`config.mk`:
```
export PLATFORM = sky130hd
export DESIGN_NAME = cse_mul
export DESIGN_NICKNAME = d
export VERILOG_FILES = /design/src/rtl/core/cse_mul.sv
export SDC_FILE = /design/constraint.sdc
export NUM_CORES = 2
export LEC_CHECK = 0
export BUFFER_PORTS_ARGS = -buffer_cell sky130_fd_sc_hd__buf_2
export CAP_MARGIN = 25
export CORE_UTILIZATION = 49
export DETAILED_ROUTE_END_ITERATION = 10
export GPL_TIMING_DRIVEN = 1
export PLACE_DENSITY = 0.72
export SLEW_MARGIN = 20
export SYNTH_ARGS = -nofsm -noshare
export SYNTH_HDL_FRONTEND = slang
export SYNTH_SLANG_ARGS = --single-unit
```
`constraint.sdc`:
```
create_clock -name clk -period 12.75 [get_ports clk]
set_clock_uncertainty 0.05 [all_clocks]
set_input_delay 1.9125 -clock clk [delete_from_list [all_inputs] [get_ports clk]]
set_output_delay 1.9125 -clock clk [all_outputs]
set_load 0.005 [all_outputs]
```
`src/rtl/core/cse_mul.sv`:
```
`default_nettype none

// shared signed 32x32 multiplier, product registered
module cse_mul (
  input  wire logic               clk,
  input  wire logic signed [31:0] a,
  input  wire logic signed [31:0] b,
  output logic signed [63:0]      p
);

  always_ff @(posedge clk) begin
    p <= a * b;
  end

endmodule

`default_nettype wire

```
# [Yosys cells after proc, flatten, opt, wreduce, memory -nomap -nowiden]
# Index checks and enable logic that the tools add are counted.
[classes] multipliers=1
[op_table] op="32-bit by 32-bit multiplier with 64-bit output" n=1
[word_totals] regBits=64 in_bits=65 output_inout_bits=64 elab_cells=2

# [Depth between registers and ports, before layout]
[depth] ltp_word=1 depth_mapped=28 depth_no_buf=27

# [Least setup slack after synthesis]
# Ideal clock, no wire load.
[synth_timing] path_kind="input -> register" startpoint="in b[2]" endpoint="reg p[62]" setup_time_ps=72 arrival_time_ps=9102 t_required_ps=12628 setup_slack_ps=3527 path_stages=24 path_buffers=1 cell_sequence="clkbuf_1 -> nand2_1 -> inv_1 -> fa_1 -> fa_1 -> fa_1 -> fa_1 -> inv_1 -> fa_1 -> inv_1 -> fa_1 -> inv_1 -> fa_1 -> inv_1 -> fa_1 -> ha_1 -> and3_1 -> nand2_1 -> or3_1 -> o22a_1 -> o211ai_1 -> a31oi_1 -> o31ai_1 -> xor2_1"
[synth_between] elab_chain_cells=1
[synth_rtl] item="start: declaration" line="7" text="input wire logic signed [31:0] b,"
[synth_rtl] item="32-bit by 32-bit multiplier with 64-bit output" line="12" text="p <= a * b;"
[synth_rtl] item="end signal: assignment" line="12"
[synth_rtl] item="end: declaration" line="8" text="output logic signed [63:0] p"
# No other way between the ends.

# [Final worst setup path]
[layout_timing] startpoint="in b[5]" endpoint="reg p[62]"
# The elaborated chain is that of the path after synthesis.

==> impl_metrics.csv <==
group,metric,value,unit
sta,setup_violations,0,
setup_path,start_kind,"input port",
drt,routedWlPerCell,20.2,microns
clock_network,cts.sinks,64,
sta,setup_tns,0,ns
drt,viasPerCell,5.37,
global_routing,grt_overflow,0,
yosys,syn_area,0.0372,sq mm
drt,post-route-drc-count,0,
clock_network,cts_hold_buf,0,
cells_and_area,area.growth.synth_to_final,4.06,%
setup_path,crit_slowest_cell,"fa_1",
drt,ant_nets,0,
cells_and_area,multi_input_area,0.0316,sq mm
floorplanning,start_util,49.8,%
clock_network,cts_resized,0,
drt,firstDrtPassIters,6,
sta,drv_slew,0,
cells_and_area,drive_gt1_share,4.64,%
clock_network,clockBufferDepth,2,
floorplanning,die_area,0.0771,sq mm
setup_path,crit_buf_inv,8,
setup_path,crit_type,"in -> reg",
place,place_congestion,0.912,
cells_and_area,seqCellArea,0.00128,sq mm
global_routing,grt_pass1_wl,160000,microns
cells_and_area,nFillCells,6718,
cells_and_area,largest_reg_flops,64,
yosys,synth.top_cell.area_share,58.2,%
yosys,async_reset_ff_share,0,%
cells_and_area,reg_top3,"p (64)",
sta,hold_viol_final,0,
setup_path,max_stage_delay,0.89,ns
yosys,synth_fp_nets,5215,
global_routing,grt_pass1_vias,29400,
yosys,ys_types,63,
clock_network,cts_root_buffer,"clkbuf_16",
cells_and_area,fin_cells,4809,
setup_path,cp_common_cell,"fa_1",
yosys,ys_ff_latch,64,
global_routing,grt_use_total,27.0,%
floorplanning,num_rows,100,
cells_and_area,nNetsFinal,5166,
floorplanning,fp.coreArea,0.0748,sq mm
floorplanning,die_w,278,microns
setup_path,end_kind,"flip-flop",
sta,rsz0062_at_grt,"false",
setup_path,crit_required,13.04,ns
setup_path,critical-path-top-delay-family,"adder cells",
clock_network,post_cts_buffers,0,
place,post-place-cells,4793,
floorplanning,die_h,278,microns
setup_path,critPathArrivalTime,10.69,ns
yosys,synth_commonest_cells,"1,082 x fa_1, 952 x inv_1, 516 x and2_1",
cells_and_area,n_antenna_cell,0,
min_path,holdCritPathClass,"in -> reg",
clock_network,clk_pin_slew,0.06,ns
sta,period_share,81.6,%
drt,drt_iter0_markers,1637,
yosys,synth_area_leader_cell,"fa_1",
sta,fmax,96.1,MHz
sta,worst_pin_slew,0.984,ns
setup_path,critPathMaxFanout,32,
sta,slew_headroom,34.3,%
yosys,yosysMostFrequentCell,"fa_1",
yosys,seq_area_frac_synth,3.44,%
floorplanning,io_pins,129,
yosys,netlist_top_cells_area,"fa_1 58%, inv_1 9.6%, and2_1 8.7%, ha_1 6.2%, nand2_1 5.2%",
clock_network,cts_buffers,9,
drt,dr_total_vias,25800,
global_routing,antenna_found_initial,7,
cells_and_area,regMostFlops,"p",
yosys,netlist_instances,3884,
clock_network,htreeDepth,3,
place,dp_hpwl,77900,microns
yosys,avgSynthCellArea,9.59,sq um
yosys,yosys_warnings,0,
sta,fin_crit,10.40,ns
drt,wirelength,97100,microns
run,cap_violations,0,
status,status,"finished clean",
yosys,synth_edf_count,0,
global_routing,grt_max_degree,33,
place,io_buffer_count,128,
yosys,synth_flop_cell,"dfxtp_1",
clock_network,cts_tree,"built",
logic make-up after synthesis:
| logic type | share of synthesized area (%) |
|---|---|
| fa+ha+maj | 64.3 |
| buf+inv | 11.6 |
| compound gates | 3.46 |
| flops | 3.44 |
| xor+xnor | 1.76 |
| simple gates | 15.4 |
metal layers:
layer,up-vias,routed length (microns),GRT usage [%]
met5,-,92,0
met4,14,3550,10.2
met2,971,49500,46.4
met3,221,7020,5.04
met1,13700,36900,33.9
li1,10900,-,-
cells in the final DEF, fill, tap and decap left out, types with 28 or more instances in the layout:
cell type,instances
a21oi_1,68
and2_1,516
buf_2,128
dfxtp_1,64
fa_1,1082
ha_1,184
inv_1,952
nand2_1,511
nor2_1,42
o21ai_0,28
xnor2_1,53
stage by stage:
step | cell area, sq um | hold WS (ns) | worst slack, ns | utilization (%)
after global routing | 38800 | 2.10 | 1.95 | 51.8
after detailed placement | 38400 | 2.24 | 1.98 | 51.4
after floorplan | 37200 | 1.99 | 3.53 | -
after CTS | 38800 | 2.06 | 2.35 | 51.8
final | 38800 | 2.07 | 2.35 | 51.8
after global placement | 38400 | 2.24 | 2.08 | 51.4
cell type report:
type	instances	share of cell area, %
multi-input cells	2668	81.6
inverters	952	9.22
clock inverters	5	0.207
repair buffers	140	1.89
clock buffers	11	0.626
well taps	969	3.13
flip-flops and latches	64	3.31
worst paths after layout:
path / startpoint / endpoint / cells past startpoint
min: a[0] / p[0] / 2
max: b[5] / p[62] / 25
Power is left out: the tool's default activity adds up to more than one toggle a clock period on the data nets, which glitch-free logic cannot reach.
